===== src/rtl/hall_tach_pkg.sv =====
// Package: shared types and constants of the Hall-edge interval tachometer.
package hall_tach_pkg;

  // Configuration register indexes
  localparam logic [1:0] REG_MIN_INTERVAL = 2'd0;
  localparam logic [1:0] REG_STALL_TIMEOUT = 2'd1;
  localparam logic [1:0] REG_PULSES_PER_REV = 2'd2;

  // Register reset values
  localparam logic [19:0] MIN_INTERVAL_RST = 20'd100;
  localparam logic [31:0] STALL_TIMEOUT_RST = 32'd500000;
  localparam logic [6:0] PULSES_PER_REV_RST = 7'd2;

  // 60 s/min * 1e6 us/s * 16 sub-units, fits in 30 bits
  localparam logic [29:0] RPM_X16_NUM = 30'd960000000;
  localparam int unsigned QUO_W = 30;
  localparam int unsigned DEN_W = 39;   // 32-bit period times 7-bit pulse count

  typedef enum logic [2:0] {
    S_IDLE,
    S_DT,
    S_UPD,
    S_FRESH,
    S_MUL,
    S_DIV,
    S_DONE
  } tach_state_t;

endpackage


===== src/rtl/hall_edge_interval_tach.sv =====
// Top level: Hall-edge interval tachometer with smoothed period and rpm output.
// Sequence: each item passes S_DT, S_UPD, S_FRESH and S_MUL, then the 30-step restoring
//   divider (S_DIV) only when rpm is nonzero (fresh and a nonzero period), then S_DONE.
// One item at a time: in_tready is high only while idle, after S_DONE has let the last go.
// A finished result waits in the output register; the next item may already start.
// Reset (rst_n low, synchronous): config back to defaults, smoothed period, last edge
//   time, edge flag and edge count cleared, sequencer idle, output channel empty.
module hall_edge_interval_tach (
  input  logic        clk,
  input  logic        rst_n,
  // input channel
  input  logic        in_tvalid,
  output logic        in_tready,
  input  logic [31:0] in_tdata,    // [31:0] now_us
  input  logic        in_tuser,    // [0] func (1 = sensor edge)
  // result channel
  output logic        out_tvalid,
  input  logic        out_tready,
  output logic [95:0] out_tdata,   // [31:0] period_us, [61:32] rpm_x16,
                                   // [93:62] edge_count, [95:94] zero
  output logic [1:0]  out_tuser,   // [0] fresh, [1] edge_taken
  // configuration write port
  input  logic        cfg_we,
  input  logic [1:0]  cfg_addr,
  input  logic [31:0] cfg_wdata
);

  localparam int unsigned QW = hall_tach_pkg::QUO_W;
  localparam int unsigned DW = hall_tach_pkg::DEN_W;

  hall_tach_pkg::tach_state_t state_r, state_nxt;

  // config registers
  logic [19:0] min_int_r;
  logic [31:0] stall_r;
  logic [6:0]  ppr_r;

  // persistent tach state
  logic [31:0] period_r, period_nxt;
  logic [31:0] last_r, last_nxt;
  logic        have_r, have_nxt;
  logic [31:0] count_r, count_nxt;

  // per-item working registers
  logic [31:0] now_r;
  logic        func_r;
  logic [31:0] dt_r, dt_nxt;
  logic        taken_r, taken_nxt;
  logic        fresh_r, fresh_nxt;
  logic [DW-1:0] den_r, den_nxt;
  logic [QW-1:0] rem_r, rem_nxt;
  logic [QW-1:0] quo_r, quo_nxt;
  logic [4:0]    cnt_r, cnt_nxt;

  // output register
  logic        out_tvalid_r, out_tvalid_nxt;
  logic [95:0] out_tdata_r, out_tdata_nxt;
  logic [1:0]  out_tuser_r, out_tuser_nxt;

  logic in_xfer;
  logic out_free;
  logic rpm_needed;

  logic [32:0]   diff;
  logic [32:0]   step;
  logic [6:0]    ppr_eff;
  logic [QW:0]   rem_sh;
  logic          q_bit;

  assign in_tready  = (state_r == hall_tach_pkg::S_IDLE);
  assign in_xfer    = in_tvalid && in_tready;
  assign out_free   = !out_tvalid_r || out_tready;
  assign rpm_needed = fresh_r && (period_r != 32'd0);

  assign out_tvalid = out_tvalid_r;
  assign out_tdata  = out_tdata_r;
  assign out_tuser  = out_tuser_r;

  // ---------------- next state ----------------
  always_comb begin
    state_nxt = state_r;
    case (state_r)
      hall_tach_pkg::S_IDLE:  if (in_xfer) state_nxt = hall_tach_pkg::S_DT;
      hall_tach_pkg::S_DT:    state_nxt = hall_tach_pkg::S_UPD;
      hall_tach_pkg::S_UPD:   state_nxt = hall_tach_pkg::S_FRESH;
      hall_tach_pkg::S_FRESH: state_nxt = hall_tach_pkg::S_MUL;
      hall_tach_pkg::S_MUL: begin
        state_nxt = rpm_needed ? hall_tach_pkg::S_DIV : hall_tach_pkg::S_DONE;
      end
      hall_tach_pkg::S_DIV:   if (cnt_r == 5'd0) state_nxt = hall_tach_pkg::S_DONE;
      hall_tach_pkg::S_DONE:  if (out_free) state_nxt = hall_tach_pkg::S_IDLE;
      default:                state_nxt = hall_tach_pkg::S_IDLE;
    endcase
  end

  // EMA step: floor((dt - avg) / 4) as an arithmetic shift of the exact difference
  assign diff    = {1'b0, dt_r} - {1'b0, period_r};
  assign step    = $signed(diff) >>> 2;
  assign ppr_eff = (ppr_r == 7'd0) ? 7'd1 : ppr_r;

  // restoring divider: bring down one dividend bit per cycle, MSB first
  assign rem_sh = {rem_r, hall_tach_pkg::RPM_X16_NUM[cnt_r]};
  assign q_bit  = {{(DW-QW-1){1'b0}}, rem_sh} >= den_r;

  // ---------------- datapath / outputs ----------------
  always_comb begin
    period_nxt     = period_r;
    last_nxt       = last_r;
    have_nxt       = have_r;
    count_nxt      = count_r;
    dt_nxt         = dt_r;
    taken_nxt      = taken_r;
    fresh_nxt      = fresh_r;
    den_nxt        = den_r;
    rem_nxt        = rem_r;
    quo_nxt        = quo_r;
    cnt_nxt        = cnt_r;
    out_tvalid_nxt = out_tvalid_r && !out_tready;
    out_tdata_nxt  = out_tdata_r;
    out_tuser_nxt  = out_tuser_r;
    case (state_r)
      hall_tach_pkg::S_DT: begin
        dt_nxt    = now_r - last_r;
        taken_nxt = 1'b0;
      end
      hall_tach_pkg::S_UPD: begin
        if (func_r) begin
          if (!have_r || (dt_r >= {12'd0, min_int_r})) begin
            if (have_r) begin
              if ((period_r == 32'd0) || (dt_r > stall_r)) begin
                period_nxt = dt_r;         // seed: first interval or after a stall
              end else begin
                period_nxt = period_r + step[31:0];
              end
            end
            last_nxt  = now_r;
            have_nxt  = 1'b1;
            count_nxt = count_r + 32'd1;
            taken_nxt = 1'b1;
          end
        end
      end
      hall_tach_pkg::S_FRESH: begin
        fresh_nxt = have_r && ((now_r - last_r) <= stall_r);
      end
      hall_tach_pkg::S_MUL: begin
        den_nxt = DW'(period_r * ppr_eff);
        rem_nxt = '0;
        quo_nxt = '0;
        cnt_nxt = 5'(QW - 1);
      end
      hall_tach_pkg::S_DIV: begin
        if (q_bit) begin
          rem_nxt = QW'(rem_sh - den_r[QW:0]);
        end else begin
          rem_nxt = rem_sh[QW-1:0];
        end
        quo_nxt = {quo_r[QW-2:0], q_bit};
        cnt_nxt = cnt_r - 5'd1;
      end
      hall_tach_pkg::S_DONE: begin
        if (out_free) begin
          out_tvalid_nxt = 1'b1;
          out_tdata_nxt  = {2'b00, count_r, (rpm_needed ? quo_r : {QW{1'b0}}), period_r};
          out_tuser_nxt  = {taken_r, fresh_r};
        end
      end
      default: ;
    endcase
  end

  // ---------------- registers ----------------
  always_ff @(posedge clk) begin
    if (!rst_n) begin
      state_r      <= hall_tach_pkg::S_IDLE;
      min_int_r    <= hall_tach_pkg::MIN_INTERVAL_RST;
      stall_r      <= hall_tach_pkg::STALL_TIMEOUT_RST;
      ppr_r        <= hall_tach_pkg::PULSES_PER_REV_RST;
      period_r     <= '0;
      last_r       <= '0;
      have_r       <= 1'b0;
      count_r      <= '0;
      out_tvalid_r <= 1'b0;
    end else begin
      state_r      <= state_nxt;
      period_r     <= period_nxt;
      last_r       <= last_nxt;
      have_r       <= have_nxt;
      count_r      <= count_nxt;
      out_tvalid_r <= out_tvalid_nxt;
      if (cfg_we) begin
        case (cfg_addr)
          hall_tach_pkg::REG_MIN_INTERVAL:   min_int_r <= cfg_wdata[19:0];
          hall_tach_pkg::REG_STALL_TIMEOUT:  stall_r   <= cfg_wdata;
          hall_tach_pkg::REG_PULSES_PER_REV: ppr_r     <= cfg_wdata[6:0];
          default: ;
        endcase
      end
    end
  end

  // payload: no reset needed
  always_ff @(posedge clk) begin
    if (in_xfer) begin
      now_r  <= in_tdata;
      func_r <= in_tuser;
    end
    dt_r        <= dt_nxt;
    taken_r     <= taken_nxt;
    fresh_r     <= fresh_nxt;
    den_r       <= den_nxt;
    rem_r       <= rem_nxt;
    quo_r       <= quo_nxt;
    cnt_r       <= cnt_nxt;
    out_tdata_r <= out_tdata_nxt;
    out_tuser_r <= out_tuser_nxt;
  end

  // ---------------- assertions ----------------
  a_busy_after_xfer: assert property (@(posedge clk) disable iff (!rst_n)
    in_xfer |=> !in_tready)
    else $error("input accepted while an item is in work");

  a_stale_no_rpm: assert property (@(posedge clk) disable iff (!rst_n)
    (out_tvalid_r && !out_tuser_r[0]) |-> (out_tdata_r[61:32] == 30'd0))
    else $error("nonzero rpm on a stale result");

  a_no_period_no_rpm: assert property (@(posedge clk) disable iff (!rst_n)
    (out_tvalid_r && (out_tdata_r[31:0] == 32'd0)) |-> (out_tdata_r[61:32] == 30'd0))
    else $error("nonzero rpm without a period");

  a_taken_is_fresh: assert property (@(posedge clk) disable iff (!rst_n)
    (out_tvalid_r && out_tuser_r[1]) |-> out_tuser_r[0])
    else $error("accepted edge reported stale");

endmodule


===== config.mk =====
export PLATFORM = sky130hd
export DESIGN_NAME = hall_edge_interval_tach
export DESIGN_NICKNAME = d
export VERILOG_FILES = /design/src/rtl/hall_tach_pkg.sv /design/src/rtl/hall_edge_interval_tach.sv
export SDC_FILE = /design/constraint.sdc
export NUM_CORES = 2
export LEC_CHECK = 0
export ABC_AREA = 0
export BUFFER_PORTS_ARGS = -buffer_cell sky130_fd_sc_hd__buf_2
export CORE_UTILIZATION = 53
export DETAILED_ROUTE_END_ITERATION = 8
export PLACE_DENSITY = 0.71
export SYNTH_ARGS = -nofsm -noshare
export SYNTH_HDL_FRONTEND = slang
export SYNTH_SLANG_ARGS = --single-unit
export TNS_END_PERCENT = 50

===== constraint.sdc =====
create_clock -name clk -period 16.1 [get_ports clk]
set_input_delay 1.61 -clock clk [delete_from_list [all_inputs] [get_ports clk]]
set_output_delay 1.61 -clock clk [all_outputs]
set_load 0.05 [all_outputs]

# Word level (Yosys, flattened, before mapping)

Memory sizes are Yosys's and may differ from the RTL's. A register that Yosys moved wholly into a read port is not among the register bits.
Cells that the tools add are included.

Register bits after elaboration: 427
Bits in latches: 0
Output and inout bits: 100
Memories kept: 1
Bits in writable memories: 0
Word-level logic and storage cells: 91
Memory bits (read-only): 32
Input port bits: 72

Reduce and logical (&&, ||, !) cells: 26
$mul: 1
$add $sub $neg: 6
Divide/modulo/power cells: 0
Shift-type cells: 0
Magnitude comparators: 5
Equal/unequal tests: 13
Multiplexer cells: 18
Bitwise logic cells: 0

Memories:

| memory          | words | width | read ports | clocked after memory_dff | wr ports | RTL line                       | RTL |
|---|---|---|---|---|---|---|---|
| (no name shown) | 32    | 1     | 1          | 1                        | 0        | hall_edge_interval_tach.sv:102 | `assign rem_sh = {rem_r, hall_tach_pkg::RPM_X16_NUM[cnt_r]};` |

Operator list:

| kind                  | count |
|---|---|
| $pmux 30 s2           | 2 |
| $ge 31x39->1          | 1 |
| $mul 32x7->39         | 1 |
| $sub 32x32->33        | 1 |
| $add 32x1->32 const B | 1 |
| $add 32x32->32        | 1 |
| $ge 32x20->1          | 1 |
| $gt 32x32->1          | 1 |
| $le 32x32->1          | 1 |
| $logic_not 32->1      | 1 |
| $mux 32               | 1 |
| $reduce_bool 32->1    | 1 |
| $sub 32x32->32        | 1 |
| $mux 30               | 1 |
| $sub 30x30->30        | 1 |
| $pmux 3 s7            | 1 |
| $pmux 5 s2            | 1 |
| $eq 3x3->1 const B    | 3 |
| $mux 3                | 3 |
| $reduce_and 3->1      | 3 |
| $ne 2x2->1 const B    | 4 |
| $reduce_and 2->1      | 4 |
| $logic_not 7->1       | 1 |
| $mux 7                | 1 |
| other kinds (19)      | 32 |

# Logic depth before layout (Yosys ltp)

Depth in word-level cells: 5
Gate-level depth with buffers: 25
Mapped depth without buffers: 23

# Least setup slack after synthesis

No wires, ideal clock.

Path type: input port to flip-flop
From: in out_tready
To: reg out_tdata_r[0] (netlist: out_tdata[0]) (enable)
Required time: 15549 ps
Library setup time: 551 ps
Setup slack: 9733 ps
Cell stages on the path: 3
Buffers on the path: 0
Arrival: 5816 ps
Path through: nand2b_1 -> nand2_1 -> nor2_1

Word-level cells in the longest chain between the ends: 2

Ends and longest elaborated chain:

| element                           | RTL line                       | RTL |
|---|---|---|
| from (decl)                       | hall_edge_interval_tach.sv:18  | `input logic out_tready,` |
| $logic_or 1x1->1                  | hall_edge_interval_tach.sv:72  | `assign out_free = !out_tvalid_r \|\| out_tready;` |
| $reduce_and 2->1 (no source line) | n/a                            |  |
| to (signal assigned)              | hall_edge_interval_tach.sv:215 | `out_tdata_r <= out_tdata_nxt;` |
| to (decl)                         | hall_edge_interval_tach.sv:57  | `logic [95:0] out_tdata_r, out_tdata_nxt;` |

No other way between the ends.
A chain may end at the register's enable or synchronous reset.

# Final worst setup path

From: reg ppr_r[3]
To: reg den_r[38] (data pin)

Word-level cells in the longest chain between the ends: 3

Ends and longest elaborated chain:

| element                | RTL line                       | RTL |
|---|---|---|
| from (decl)            | hall_edge_interval_tach.sv:36  | `logic [6:0] ppr_r;` |
| from (signal assigned) | hall_edge_interval_tach.sv:178 | `ppr_r <= hall_tach_pkg::PULSES_PER_REV_RST;` |
| from (signal assigned) | hall_edge_interval_tach.sv:195 | `hall_tach_pkg::REG_PULSES_PER_REV: ppr_r <= cfg_wdata[6:0];` |
| $logic_not 7->1        | hall_edge_interval_tach.sv:99  | `assign ppr_eff = (ppr_r == 7'd0) ? 7'd1 : ppr_r;` |
| $mux 7 *               | hall_edge_interval_tach.sv:99  |  |
| $mul 32x7->39 *        | hall_edge_interval_tach.sv:147 | `den_nxt = DW'(period_r * ppr_eff);` |
| to (signal assigned)   | hall_edge_interval_tach.sv:211 | `den_r <= den_nxt;` |
| to (decl)              | hall_edge_interval_tach.sv:50  | `logic [DW-1:0] den_r, den_nxt;` |

Mark *: on every way between the ends. The rest lies on a longest branch, timed or not.

==> summary.txt <==
Logic synthesis
  – #FFs+latches synth: ~430
  – Number of synthesis warnings: 0
  – Post-synth top flop: edfxtp_1
  – Largest cells by area after synthesis: edfxtp_1 26%, ha_1 11%, dfxtp_1 11%
  – Unique masters post-synth: 79
  – Post-Synthesis Cells: 3,222
  – Area leader, netlist: edfxtp_1
  – Post-Synthesis Cell Area: 30,500 um2
  – Post-synth EDFFs: around 270
  – Synth top cells by count: 363 x inv_1, 363 x nand2_1, 269 x ha_1, 267 x edfxtp_1, 242 x a21oi_1
  – Synth Area per Inst: between 9 and 10 um2
  – Yosys top cell area share: a little over a quarter
  – Sequential element share of the synthesized area: 36.9%
  – Async SR Flop Fraction: 0%

Clock network
  – Post-CTS Setup Inserts: 0
  – Hold buffers post-CTS: 0
  – CTS tree: done
  – Clk sink count: 428
  – Post-CTS resize count: 0
  – CTS root buffer: clkbuf_16
  – Clock transition at path regs: 60 ps
  – Cts bufs inserted: 48
  – H-tree Lvls: 2
  – Clock insertion delay at the later pin of the skew report: 620 ps
  – Clock Tree Buf Depth: 3

Power and ir drop
  – Power per Cell Area: slightly below 80 nW/um2
  – Max IR drop VDD: between 0.08 and 0.09 mV
  – Lkg Pwr: 14.6 nW
  – Pwr Total: 2.65 mW

STA
  – Final Cycle Share: 41.0%
  – FMAX: 0.152 GHz
  – Setup TNS: 0 ps
  – Tightest Pin Transition: 1310 ps
  – Tmin final: ~6600 ps
  – RSZ-0062 raised after global routing: no
  – Layout Skew: between 30 and 40 ps
  – Relative slew slack: between 10% and 20%
  – Final Max Slew Viols: 0
  – Setup violators final: 0
  – WHS: around 420 ps
  – Fin. Hold Viols: 0

Cells and area
  – Final Core Density: 59.2%
  – # fillers: 4,811
  – Final Cell Area: 33,500 um2
  – Layout net count: 3,823
  – Syn-to-layout area delta: 10.0%
  – Layout cells sized above 1: 8.70%

Die
  – Core Footprint: 56,600 um2
  – Die Width: approximately 240 um
  – Row count: between 80 and 90
  – Starting density of the core: 53.8%
  – Die Area: ~60,000 um2
  – Die height: 242 um
  – Num ports: 172

Routing
  – Wirelength per Cell: 17.1 um
  – Vias/cell: 5.58
  – DR pass1 iterations: 6
  – Vias: 23,000
  – DR DRC count: 0
  – Drt initial violations: 1,256
  – Final ANT Viol Nets: 0
  – Final WL: approximately 71 mm

Global routing
  – Gr usage total: 24.0%
  – Initial antenna violation count: 2
  – Met3 Use GR: about 2.9%
  – First-pass GRT wire length: 115 mm
  – Pin count of the biggest net entering global routing: 85
  – Met1 Use GR: 30.7%
  – Met2 GRT Util: 41.9%
  – Remaining Overflow, GRT: 0
  – Busiest metal layer after global routing: met2
  – Number of global-route vias before repair: 23,100

Status
  – Status: finished, final reports clean

Setup path
  – Req. time, crit path: 16,440 ps
  – Critical Path, Cell by Cell: nand2_1, fa_1, inv_1, fa_1, fa_1, inv_1, fa_1, inv_1, ha_1, a21o_1, a21o_1, a21oi_1, o21ai_0, a211o_1, a41o_1, a41oi_1, o211ai_1, a2111o_1, o211a_1
  – Top cell by count, worst path: fa_1
  – CP arrival: 6940 ps
  – Crit path max fanout: 34
  – Slowest-stage cell, CP: dfxtp_1
  – Startpoint types: flip-flop
  – Critical path class: reg2reg
  – CP Capture Type: flip-flop
  – Slowest stage delay, CP: 1190 ps

Placement
  – GP Congestion: 0.900
  – Post-DP HPWL: 52.5 mm
  – IO buf count: 169
  – Placed Instance Area: 31,900 um2

Min path
  – Hold Path Class: reg2reg

Flow run
  – Max-Cap Viols: 0
[critical path, delay by kind of cell (launching register included)]
family / cells / cell delay [ps]
buf+inv: 3 / 150
compound gates: 10 / 2270
flops: 1 / 1190
fa+ha+maj: 5 / 2500
simple gates: 1 / 230
[placed cells by master (no fill, tap or decap), types with 9 or more instances in the layout]
master / synthesis / layout
a21oi_1: 242 / 240
mux2i_1: 40 / 40
dfxtp_1: 161 / 161
fa_1: 152 / 152
inv_1: 363 / 362
nor2_1: 200 / 199
buf_2: 9 / 169
nand3b_1: 9 / 9
clkbuf_1: 112 / 14
and2_1: 179 / 178
nand3_1: 44 / 44
clkbuf_16: 0 / 49
o21a_1: 34 / 34
ha_1: 269 / 269
nand2b_1: 26 / 26
o211ai_1: 24 / 24
nand2_1: 363 / 363
xnor2_1: 105 / 105
a211oi_1: 26 / 26
or3_1: 11 / 11
a21boi_0: 10 / 10
o21ai_0: 90 / 90
xor2_1: 44 / 44
nor3_1: 54 / 54
nor4_1: 18 / 18
edfxtp_1: 267 / 267
a21o_1: 87 / 87
and4_1: 15 / 15
buf_4: 2 / 17
o21bai_1: 18 / 18
nand4_1: 31 / 31
a31oi_1: 15 / 15
nor2b_1: 23 / 21
and3_1: 49 / 49
[cell type report]
cell class / count / area, um2 / area share (%)
diodes: 2 / 5.00 / 0.0149
multi-input cells: 2302 / 17400 / 52.0
repair buffers: 186 / 973 / 2.90
inverters: 364 / 1370 / 4.08
well taps: 756 / 946 / 2.82
flip-flops and latches: 428 / 11200 / 33.5
clock inverters: 20 / 224 / 0.668
clock buffers: 68 / 1350 / 4.02
[power breakdown]
| part | total [mW] | internal, mW | switching, mW |
|---|---|---|---|
| clock | 1.09 | 0.635 | 0.456 |
| combinational | 0.346 | 0.141 | 0.205 |
| sequential | 1.21 | 1.19 | 0.0248 |
| total | 2.65 | 1.97 | 0.685 |
[final timing paths]
kind	slack (ps)	start	endpoint	depth (start not counted)
hold / removal	420	taken_r$_DFFE_PP_	out_tuser[1]$_DFFE_PP_	0
setup / recovery	9500	ppr_r[3]$_SDFFE_PN0P_	den_r[38]$_DFFE_PP_	19
hold reg to reg	420	taken_r$_DFFE_PP_	out_tuser[1]$_DFFE_PP_	0
setup reg to reg	9500	ppr_r[3]$_SDFFE_PN0P_	den_r[38]$_DFFE_PP_	19
[state kept, by name (all words and copies together) (netlist names), 3 cells and up]
name and count:
count_r 32, period_r 32, min_int_r 20, cnt_r 5
state_r 3, quo_r 30, den_r 39, rem_r 30
stall_r 32, last_r 32, out_tdata 94, now_r 32
dt_r 32, ppr_r 7
[per-stage QoR]
stage	std cells	worst slack [ps]
CTS	4124	9610
global route	4126	9200
floorplan	3223	9730
detailed placement	4036	9630
finish	4126	9500
global placement	4036	9750
[metal layers]
layer	part of all wire (%)	up-vias
met4	2.9	0
met1	44	11000
met2	49	584
met5	0	-
li1	-	11300
met3	4.5	127
[cells by family (layout without fill, tap and decap cells)]
kind of cell | after synthesis | count (layout) | synth area share (%)
buffers and inverters | 493 | 638 | 6.13
xor gates and xnor gates | 149 | 149 | 4.28
AOI/OAI and AO/OA | 638 | 638 | 13.4
and+or+nand+nor | 1051 | 1051 | 16.9
other | 1 | 4 | 0.0123
DFF | 428 | 428 | 36.9
adders and majority gates | 421 | 421 | 21.0
muxes | 41 | 41 | 1.35
No activity file was read; power rests on OpenSTA's default activity.
